`config.mk`:
```
export PLATFORM = sky130hd
export DESIGN_NAME = cubic_bezier_point_generator_flat
export DESIGN_NICKNAME = d
export VERILOG_FILES = /design/src/rtl/cbz_pkg.sv /design/src/rtl/cbz_if.sv /design/src/rtl/cbz_div.sv /design/src/rtl/cubic_bezier_point_generator.sv /design/src/flat_wrapper.sv
export SDC_FILE = /design/constraint.sdc
export NUM_CORES = 2
export LEC_CHECK = 0
export BUFFER_PORTS_ARGS = -buffer_cell sky130_fd_sc_hd__buf_2
export CAP_MARGIN = 30
export CORE_MARGIN = 4
export CORE_UTILIZATION = 30
export DETAILED_ROUTE_END_ITERATION = 8
export SYNTH_ARGS = -nofsm -noshare
export SYNTH_HDL_FRONTEND = slang
export SYNTH_SLANG_ARGS = --single-unit
```
`constraint.sdc`:
```
create_clock -name clk -period 30.5 [get_ports clk]
set_input_delay 7.625 -clock clk [delete_from_list [all_inputs] [get_ports clk]]
set_output_delay 7.625 -clock clk [all_outputs]
set_load 0.005 [all_outputs]
```
`src/rtl/cbz_pkg.sv`:
```
`timescale 1ns / 1ps
// Shared widths, constants and helpers for the cubic Bezier point generator.
// No dependencies.
package cbz_pkg;

  localparam int COORD_W  = 16;  // coordinate width
  localparam int COEF_W   = 21;  // polynomial coefficient width
  localparam int HORN_W   = 22;  // Horner accumulator width
  localparam int TFRAC    = 16;  // fraction bits of t
  localparam int T_W      = TFRAC + 1;          // t in Q1.16, up to 1.0
  localparam int PROD_W   = HORN_W + T_W + 1;   // signed product width
  localparam int CNT_W    = 7;   // point_count width
  localparam int IDX_W    = 6;   // point index width
  localparam int MAX_PTS  = 64;
  localparam int DIV_W    = TFRAC + 2;          // dividend 2^(TFRAC+1)
  localparam int DVS_W    = 7;   // divisor 2*(N-1), at most 126

  // Clamp a Horner result to the coordinate range.
  function automatic logic signed [COORD_W-1:0] sat_coord(
      input logic signed [HORN_W-1:0] v);
    logic signed [HORN_W-1:0] hi;
    logic signed [HORN_W-1:0] lo;
    begin
      hi = HORN_W'((1 << (COORD_W - 1)) - 1);
      lo = -HORN_W'(1 << (COORD_W - 1));
      if (v > hi) sat_coord = hi[COORD_W-1:0];
      else if (v < lo) sat_coord = lo[COORD_W-1:0];
      else sat_coord = v[COORD_W-1:0];
    end
  endfunction

endpackage

```
`src/rtl/cbz_if.sv`:
```
`timescale 1ns / 1ps
// Valid/ready channel interfaces for control-point input and curve-point output.
// Depends on cbz_pkg for field widths.
interface cbz_in_if;
  logic                                 valid;
  logic                                 ready;
  logic signed [cbz_pkg::COORD_W-1:0]   start_x;
  logic signed [cbz_pkg::COORD_W-1:0]   start_y;
  logic signed [cbz_pkg::COORD_W-1:0]   ctrl1_x;
  logic signed [cbz_pkg::COORD_W-1:0]   ctrl1_y;
  logic signed [cbz_pkg::COORD_W-1:0]   ctrl2_x;
  logic signed [cbz_pkg::COORD_W-1:0]   ctrl2_y;
  logic signed [cbz_pkg::COORD_W-1:0]   end_x;
  logic signed [cbz_pkg::COORD_W-1:0]   end_y;
  logic        [cbz_pkg::CNT_W-1:0]     point_count;
  modport source(output valid, start_x, start_y, ctrl1_x, ctrl1_y, ctrl2_x, ctrl2_y,
                 end_x, end_y, point_count, input ready);
  modport sink(input valid, start_x, start_y, ctrl1_x, ctrl1_y, ctrl2_x, ctrl2_y,
               end_x, end_y, point_count, output ready);
endinterface

interface cbz_out_if;
  logic                                 valid;
  logic                                 ready;
  logic signed [cbz_pkg::COORD_W-1:0]   curve_x;
  logic signed [cbz_pkg::COORD_W-1:0]   curve_y;
  logic                                 last_point;
  modport source(output valid, curve_x, curve_y, last_point, input ready);
  modport sink(input valid, curve_x, curve_y, last_point, output ready);
endinterface

```
`src/rtl/cbz_div.sv`:
```
`timescale 1ns / 1ps
// Restoring divider, one quotient bit per cycle: 2^(TFRAC+1) / divisor.
// Depends on cbz_pkg.
module cbz_div (
  input  logic                          clk,
  input  logic                          rst_n,
  input  logic                          start,
  input  logic [cbz_pkg::DVS_W-1:0]     divisor,
  output logic                          done,
  output logic [cbz_pkg::DIV_W-1:0]     quo,
  output logic [cbz_pkg::DVS_W-1:0]     rem
);
  import cbz_pkg::*;

  localparam int CNT_BITS = $clog2(DIV_W + 1);

  logic                 busy_r;
  logic [CNT_BITS-1:0]  cnt_r;
  logic [DIV_W-1:0]     dd_r;
  logic [DIV_W-1:0]     q_r;
  logic [DVS_W-1:0]     rem_r;
  logic [DVS_W-1:0]     dvs_r;
  logic                 done_r;
  logic [DVS_W:0]       shifted;
  logic                 fits;

  assign shifted = {rem_r, dd_r[DIV_W-1]};
  assign fits    = shifted >= {1'b0, dvs_r};

  always_ff @(posedge clk) begin
    if (!rst_n) begin
      busy_r <= 1'b0;
      done_r <= 1'b0;
      cnt_r  <= '0;
    end else begin
      done_r <= 1'b0;
      if (start) begin
        busy_r <= 1'b1;
        cnt_r  <= CNT_BITS'(DIV_W);
        dd_r   <= DIV_W'(1) << (DIV_W - 1);
        q_r    <= '0;
        rem_r  <= '0;
        dvs_r  <= divisor;
      end else if (busy_r) begin
        // shift in one dividend bit, subtract when it fits
        rem_r <= fits ? DVS_W'(shifted - {1'b0, dvs_r}) : shifted[DVS_W-1:0];
        q_r   <= {q_r[DIV_W-2:0], fits};
        dd_r  <= {dd_r[DIV_W-2:0], 1'b0};
        cnt_r <= cnt_r - 1'b1;
        if (cnt_r == CNT_BITS'(1)) begin
          busy_r <= 1'b0;
          done_r <= 1'b1;
        end
      end
    end
  end

  assign done = done_r;
  assign quo  = q_r;
  assign rem  = rem_r;

endmodule

```
`src/rtl/cubic_bezier_point_generator.sv`:
```
`timescale 1ns / 1ps
// Cubic Bezier point generator: N points per curve, Horner on one shared multiplier.
// Setup on accept, plus a step division when N > 1. Each point then alternates multiply
// and round/add steps through the x then y Horner terms, then an output step that waits
// on out ready. One curve at a time; ready only when idle. Synchronous active-low reset
// clears the sequencer and the output valid; payload registers are not reset.
module cubic_bezier_point_generator (
  input  logic      clk,
  input  logic      rst_n,
  cbz_in_if.sink    in_ch,
  cbz_out_if.source out_ch
);
  import cbz_pkg::*;

  typedef enum logic [2:0] {S_IDLE, S_DIV, S_MUL, S_ADD, S_EMIT} state_t;

  state_t                     state_r, state_nxt;
  logic                       axis_r, axis_nxt;
  logic [1:0]                 step_r, step_nxt;
  logic [IDX_W-1:0]           idx_r, idx_nxt;
  logic [CNT_W-1:0]           n_r, n_nxt;
  logic [DVS_W-1:0]           dv_r, dv_nxt;
  logic [T_W-1:0]             q0_r, q0_nxt;
  logic [DVS_W-1:0]           r0_r, r0_nxt;
  logic [DVS_W-1:0]           racc_r, racc_nxt;
  logic [T_W-1:0]             t_r, t_nxt;
  logic signed [HORN_W-1:0]   h_r, h_nxt;
  logic signed [PROD_W-1:0]   prod_r, prod_nxt;
  logic signed [COEF_W-1:0]   a_r [2];
  logic signed [COEF_W-1:0]   b_r [2];
  logic signed [COEF_W-1:0]   c_r [2];
  logic signed [COORD_W-1:0]  p0_r [2];
  logic signed [COORD_W-1:0]  resx_r, resy_r;
  logic                       out_valid_r, out_valid_nxt;
  logic signed [COORD_W-1:0]  out_x_r, out_y_r;
  logic                       out_last_r;

  logic                       div_start, div_done;
  logic [DIV_W-1:0]           div_quo;
  logic [DVS_W-1:0]           div_rem;

  logic                       accept, load_coef, emit_go, is_last;
  logic [CNT_W-1:0]           n_sat;
  logic signed [COEF_W-1:0]   ca [2], cb [2], cc [2];
  logic signed [COORD_W-1:0]  cp0 [2];
  logic signed [PROD_W:0]     prod_rnd;
  logic signed [HORN_W-1:0]   prod_sh, addend, h_sum;
  logic [DVS_W:0]             rsum;
  logic [T_W:0]               t_inc;

  assign accept = in_ch.valid && in_ch.ready;
  assign n_sat  = (in_ch.point_count > CNT_W'(MAX_PTS)) ? CNT_W'(MAX_PTS)
                                                        : in_ch.point_count;

  // per-axis coefficients from the control points
  always_comb begin
    logic signed [COEF_W-1:0] p0, p1, p2, p3;
    logic signed [COEF_W-1:0] d10, d21;
    for (int k = 0; k < 2; k++) begin
      p0 = COEF_W'(k == 0 ? in_ch.start_x : in_ch.start_y);
      p1 = COEF_W'(k == 0 ? in_ch.ctrl1_x : in_ch.ctrl1_y);
      p2 = COEF_W'(k == 0 ? in_ch.ctrl2_x : in_ch.ctrl2_y);
      p3 = COEF_W'(k == 0 ? in_ch.end_x : in_ch.end_y);
      d10 = p1 - p0;
      d21 = p2 - p1;
      cc[k]  = (d10 <<< 1) + d10;
      cb[k]  = (d21 <<< 1) + d21 - cc[k];
      ca[k]  = p3 - p0 - cc[k] - cb[k];
      cp0[k] = k == 0 ? in_ch.start_x : in_ch.start_y;
    end
  end

  cbz_div u_div (
    .clk     (clk),
    .rst_n   (rst_n),
    .start   (div_start),
    .divisor (dv_nxt),
    .done    (div_done),
    .quo     (div_quo),
    .rem     (div_rem)
  );

  // round-half-up shift of the product, then add the next Horner term
  assign prod_rnd = PROD_W'(prod_r) + (PROD_W+1)'(1 << (TFRAC - 1));
  assign prod_sh  = prod_rnd[TFRAC+HORN_W-1:TFRAC];
  always_comb begin
    case (step_r)
      2'd0:    addend = HORN_W'(b_r[axis_r]);
      2'd1:    addend = HORN_W'(c_r[axis_r]);
      default: addend = HORN_W'(p0_r[axis_r]);
    endcase
  end
  assign h_sum = prod_sh + addend;

  assign is_last = {1'b0, idx_r} == n_r - 1'b1;
  assign emit_go = (state_r == S_EMIT) && (!out_valid_r || out_ch.ready);
  assign rsum    = {1'b0, racc_r} + {1'b0, r0_r};

  always_comb begin
    state_nxt     = state_r;
    axis_nxt      = axis_r;
    step_nxt      = step_r;
    idx_nxt       = idx_r;
    n_nxt         = n_r;
    dv_nxt        = dv_r;
    q0_nxt        = q0_r;
    r0_nxt        = r0_r;
    racc_nxt      = racc_r;
    t_nxt         = t_r;
    h_nxt         = h_r;
    prod_nxt      = prod_r;
    div_start     = 1'b0;
    load_coef     = 1'b0;
    t_inc         = '0;
    out_valid_nxt = out_valid_r && !out_ch.ready;
    case (state_r)
      S_IDLE: begin
        if (accept) begin
          load_coef = 1'b0;
          n_nxt     = n_sat;
          dv_nxt    = DVS_W'({n_sat - 1'b1, 1'b0});
          idx_nxt   = '0;
          t_nxt     = '0;
          axis_nxt  = 1'b0;
          step_nxt  = 2'd0;
          h_nxt     = HORN_W'(ca[0]);
          if (n_sat == CNT_W'(1)) begin
            state_nxt = S_MUL;
          end else if (n_sat != '0) begin
            div_start = 1'b1;
            state_nxt = S_DIV;
          end
        end
      end
      S_DIV: begin
        if (div_done) begin
          q0_nxt    = T_W'(div_quo);
          r0_nxt    = div_rem;
          racc_nxt  = DVS_W'(dv_r >> 1);
          state_nxt = S_MUL;
        end
      end
      S_MUL: begin
        prod_nxt  = PROD_W'(h_r) * PROD_W'($signed({1'b0, t_r}));
        state_nxt = S_ADD;
      end
      S_ADD: begin
        state_nxt = S_MUL;
        h_nxt     = h_sum;
        step_nxt  = step_r + 1'b1;
        if (step_r == 2'd2) begin
          step_nxt = 2'd0;
          if (!axis_r) begin
            axis_nxt = 1'b1;
            h_nxt    = HORN_W'(a_r[1]);
          end else begin
            state_nxt = S_EMIT;
          end
        end
      end
      S_EMIT: begin
        if (emit_go) begin
          out_valid_nxt = 1'b1;
          if (is_last) begin
            state_nxt = S_IDLE;
          end else begin
            // advance t by the stepped quotient, carrying the remainder
            idx_nxt  = idx_r + 1'b1;
            axis_nxt = 1'b0;
            h_nxt    = HORN_W'(a_r[0]);
            if (rsum >= {1'b0, dv_r}) begin
              racc_nxt = DVS_W'(rsum - {1'b0, dv_r});
              t_inc    = {1'b0, t_r} + {1'b0, q0_r} + 1'b1;
            end else begin
              racc_nxt = rsum[DVS_W-1:0];
              t_inc    = {1'b0, t_r} + {1'b0, q0_r};
            end
            t_nxt     = t_inc[T_W-1:0];
            state_nxt = S_MUL;
          end
        end
      end
      default: state_nxt = S_IDLE;
    endcase
  end

  always_ff @(posedge clk) begin
    if (!rst_n) begin
      state_r     <= S_IDLE;
      out_valid_r <= 1'b0;
      axis_r      <= 1'b0;
      step_r      <= 2'd0;
      idx_r       <= '0;
      n_r         <= '0;
      t_r         <= '0;
    end else begin
      state_r     <= state_nxt;
      out_valid_r <= out_valid_nxt;
      axis_r      <= axis_nxt;
      step_r      <= step_nxt;
      idx_r       <= idx_nxt;
      n_r         <= n_nxt;
      dv_r        <= dv_nxt;
      q0_r        <= q0_nxt;
      r0_r        <= r0_nxt;
      racc_r      <= racc_nxt;
      t_r         <= t_nxt;
      h_r         <= h_nxt;
      prod_r      <= prod_nxt;
      if (accept) begin
        for (int k = 0; k < 2; k++) begin
          a_r[k]  <= ca[k];
          b_r[k]  <= cb[k];
          c_r[k]  <= cc[k];
          p0_r[k] <= cp0[k];
        end
      end
      if (state_r == S_ADD && step_r == 2'd2) begin
        if (!axis_r) resx_r <= sat_coord(h_sum);
        else         resy_r <= sat_coord(h_sum);
      end
      if (emit_go) begin
        out_x_r    <= resx_r;
        out_y_r    <= resy_r;
        out_last_r <= is_last;
      end
    end
  end

  assign in_ch.ready       = (state_r == S_IDLE) && !load_coef;
  assign out_ch.valid      = out_valid_r;
  assign out_ch.curve_x    = out_x_r;
  assign out_ch.curve_y    = out_y_r;
  assign out_ch.last_point = out_last_r;

  a_t_range: assert property (@(posedge clk) disable iff (!rst_n)
    t_r <= T_W'(1 << TFRAC))
    else $error("t beyond 1.0");

  a_idx_range: assert property (@(posedge clk) disable iff (!rst_n)
    (state_r == S_MUL || state_r == S_ADD || state_r == S_EMIT) |-> ({1'b0, idx_r} < n_r))
    else $error("point index past count");

  a_rem_range: assert property (@(posedge clk) disable iff (!rst_n)
    (state_r == S_EMIT && n_r > CNT_W'(1)) |-> (racc_r < dv_r))
    else $error("step remainder not reduced");

  a_div_done: assert property (@(posedge clk) disable iff (!rst_n)
    div_done |-> (state_r == S_DIV))
    else $error("divider finished outside setup");

  a_last_idle: assert property (@(posedge clk) disable iff (!rst_n)
    (emit_go && is_last) |=> (state_r == S_IDLE && out_ch.last_point))
    else $error("last point not followed by idle");

endmodule
```
`src/flat_wrapper.sv`:
```
// flat-port wrapper written by rule: the top's interface ports become plain ports
module cubic_bezier_point_generator_flat import cbz_pkg::*;
  (clk, rst_n, in_ch_valid, in_ch_start_x, in_ch_start_y, in_ch_ctrl1_x, in_ch_ctrl1_y, in_ch_ctrl2_x, in_ch_ctrl2_y, in_ch_end_x, in_ch_end_y, in_ch_point_count, in_ch_ready, out_ch_valid, out_ch_curve_x, out_ch_curve_y, out_ch_last_point, out_ch_ready);
  cbz_in_if in_ch_i ();
  cbz_out_if out_ch_i ();
  input  logic clk;
  input  logic rst_n;
  input wire logic [$bits(in_ch_i.valid)-1:0] in_ch_valid;
  input wire logic [$bits(in_ch_i.start_x)-1:0] in_ch_start_x;
  input wire logic [$bits(in_ch_i.start_y)-1:0] in_ch_start_y;
  input wire logic [$bits(in_ch_i.ctrl1_x)-1:0] in_ch_ctrl1_x;
  input wire logic [$bits(in_ch_i.ctrl1_y)-1:0] in_ch_ctrl1_y;
  input wire logic [$bits(in_ch_i.ctrl2_x)-1:0] in_ch_ctrl2_x;
  input wire logic [$bits(in_ch_i.ctrl2_y)-1:0] in_ch_ctrl2_y;
  input wire logic [$bits(in_ch_i.end_x)-1:0] in_ch_end_x;
  input wire logic [$bits(in_ch_i.end_y)-1:0] in_ch_end_y;
  input wire logic [$bits(in_ch_i.point_count)-1:0] in_ch_point_count;
  output wire logic [$bits(in_ch_i.ready)-1:0] in_ch_ready;
  output wire logic [$bits(out_ch_i.valid)-1:0] out_ch_valid;
  output wire logic [$bits(out_ch_i.curve_x)-1:0] out_ch_curve_x;
  output wire logic [$bits(out_ch_i.curve_y)-1:0] out_ch_curve_y;
  output wire logic [$bits(out_ch_i.last_point)-1:0] out_ch_last_point;
  input wire logic [$bits(out_ch_i.ready)-1:0] out_ch_ready;
  assign in_ch_i.valid = in_ch_valid;
  assign in_ch_i.start_x = in_ch_start_x;
  assign in_ch_i.start_y = in_ch_start_y;
  assign in_ch_i.ctrl1_x = in_ch_ctrl1_x;
  assign in_ch_i.ctrl1_y = in_ch_ctrl1_y;
  assign in_ch_i.ctrl2_x = in_ch_ctrl2_x;
  assign in_ch_i.ctrl2_y = in_ch_ctrl2_y;
  assign in_ch_i.end_x = in_ch_end_x;
  assign in_ch_i.end_y = in_ch_end_y;
  assign in_ch_i.point_count = in_ch_point_count;
  assign in_ch_ready = in_ch_i.ready;
  assign out_ch_valid = out_ch_i.valid;
  assign out_ch_curve_x = out_ch_i.curve_x;
  assign out_ch_curve_y = out_ch_i.curve_y;
  assign out_ch_last_point = out_ch_i.last_point;
  assign out_ch_i.ready = out_ch_ready;
  cubic_bezier_point_generator u_core (.clk(clk), .rst_n(rst_n), .in_ch(in_ch_i), .out_ch(out_ch_i));
endmodule
```
==> impl_metrics.tcl <==
set metrics [dict create \
    status "finished clean" \
    synth_edf_count 334 \
    final-hold-violation-count 0 \
    setup_violations 0 \
    wire_per_inst_um 17.50 \
    numPortBuffers 173 \
    critPathKind "in2reg" \
    grt_pass1_vias 30610 \
    synth.mux.area_fraction 0.01607 \
    post-route-min-period_ps 15430 \
    ant_nets 0 \
    synth_compound_area_frac 0.1155 \
    maxUsedRoutingLayer "met5" \
    cts_sinks 379 \
    synthDistinctLibCells 92 \
    synth_top_area_frac 0.2439 \
    clkSlewWorstSetupHoldPaths_ps 60 \
    synth-adder-area-share 0.3247 \
    die_w_um 378.2 \
    synth_flop_cell "edfxtp_1" \
    drcViolationCount 0 \
    worst_pin_slew_ps 1022 \
    synth_nets 5185 \
    end_kind "flip-flop" \
    r2r_cells 21 \
    mostFrequentLayoutCells "685 x inv_1, 442 x fa_1, 407 x nand2_1, 360 x ha_1, 334 x edfxtp_1" \
    max_freq_mhz 64.80 \
    htreeDepth 2 \
    drt_wl_total_mm 108.6 \
    postCtsSetupRepairBufs 0 \
    first_pass_iters 7 \
    crit_arrival_ps 15780 \
    cts_tree "done" \
    fin_nets 5331 \
    synth_top_family_by_area "adder cells" \
    gp_congestion 0.8543 \
    clock-root-buffer "clkbuf_16" \
    yosysWarnings 0 \
    fp.coreArea_mm2 0.1358 \
    met3_length_mm 5.037 \
    num_vias 29950 \
    final_common_cell "inv_1" \
    fin_setup_tns_ps 0 \
    post_route_cells_drive_above_1_share 0.07623 \
    grt_antenna_before_repair 4 \
    wl_met1_mm 47.45 \
    min_period_over_period 0.5060 \
    die-height_um 378.2 \
    vias_per_cell 4.828 \
    slew_headroom 0.3116 \
    cp.required_ps 30850 \
    drtIter0Drc 1584 \
    overflow 0 \
    grt_start_max_net_pins 65 \
    critPathMaxFanout 5 \
    synth_area_mm2 0.04112 \
    io_pins 174 \
    grt_first_pass_wirelength_mm 171.2 \
    ys_seq_elements 379 \
    synth_area_per_cell_um2 9.689 \
    syn_inst 4244 \
    synthTopCellsByArea "edfxtp_1 24%, fa_1 22%, ha_1 11%" \
    maxSlewViolCount 0 \
    cts_buffers 45 \
    rsz0062_at_grt "false" \
    yosysSeqAreaShare 0.2658 \
    area_growth_syn_to_layout_pct 10.86 \
    drv_cap 0 \
    met2_length_mm 51.98 \
    max_stage_delay_ps 570 \
    slowest_stage "fa_1" \
    cts-resized-gates 0 \
    hold_depth 0 \
    cts_buffer_depth 3 \
    hold_class "reg2reg" \
    clk_latency_ps 630 \
    hpwl_mm 89.07 \
    startpoint_type "input pin" \
    num_rows 135 \
    design.die.area_mm2 0.1431 \
    start_util 0.3028 \
    ctsHoldBuffers 0 \
    synth_area_leader_cell "edfxtp_1" \
    fin_worst_skew_ps 32.58 \
    synth-xor-area-share 0.06639 \
    async_flop_share 0 \
    grt_use_total 0.1529 \
    synthSimpleGateAreaFrac 0.1386 \
]
==> cells in the mapped netlist (72+ instances only) <==
master    instances
inv_1           685
fa_1            442
nand2_1         407
ha_1            360
edfxtp_1        334
a21oi_1         224
nor2_1          210
xnor2_1         180
and2_1          162
o21ai_0         157
xor2_1          122
clkbuf_1         91
a21o_1           74
nor3_1           73
nand3_1          72
==> layout make-up <==
type / instances / area (um^2)
flip-flops and latches: 379 / 10930
clock buffers: 55 / 1185
multi-input cells: 3070 / 27250
diodes: 2 / 5.005
well taps: 1781 / 2228
fillers: 13900 / 90220
repair buffers: 208 / 1179
inverters: 686 / 2575
clock inverters: 23 / 231.5
==> logic make-up after synthesis <==
family / Yosys count
buffers and inverters: 795
DFF: 379
xor gates and xnor gates: 306
adders and majority gates: 802
and+or+nand+nor: 1173
AOI/OAI and AO/OA: 742
muxes: 47
==> per-stage QoR <==
step	setup slack [ps]	instances	cell area, um^2	util	hold WS, ps
after global placement	14630	6117	44060	0.3245	403.6
after CTS	15170	6201	45570	0.3356	411.5
after detailed placement	14540	6123	44160	0.3252	404.5
after floorplan	15510	4244	41120	-	400.3
final	15070	6204	45590	0.3357	411.6
after global routing	14470	6203	45580	0.3357	421.4
==> registers in the layout, summed over array words and instances (netlist names), 16 cells and up, named ones only <==
register	count
u_core.a_r	42
u_core.b_r	42
u_core.c_r	38
u_core.h_r	22
u_core.out_ch.curve_x	16
u_core.out_ch.curve_y	16
u_core.p0_r	32
u_core.prod_r	23
u_core.q0_r	17
u_core.resx_r	16
u_core.resy_r	16
u_core.t_r	17
u_core.u_div.quo	17
==> metal layers <==
| metal | vias up | track usage |
|---|---|---|
| met2 | 648 | 0.2617 |
| met4 | 2 | 0.05608 |
| met3 | 155 | 0.02220 |
| li1 | 14450 | - |
| met1 | 14700 | 0.1961 |
| met5 | - | 0 |
==> worst paths after layout <==
kind                    start                       end  slack, ps
max          in_ch_ctrl1_y[0]         u_core.a_r[0][41]      15070
min          u_core.resy_r[4]  u_core.out_ch.curve_y[4]        410
max reg2reg    u_core.h_r[10]         u_core.prod_r[34]      23260
min reg2reg  u_core.resy_r[4]  u_core.out_ch.curve_y[4]        410
==> worst max-delay path: cells and delay by family <==
family	cells	cell delay [ps]
buffers and inverters	4	250
AND/OR/NAND/NOR	5	820
XOR/XNOR	3	870
AO/OA/AOI/OAI	14	2980
adder cells (fa/ha/maj)	8	3220
Power is not shown: default switching activity piles up to over one toggle a cycle in this logic, so the estimate is an artifact.
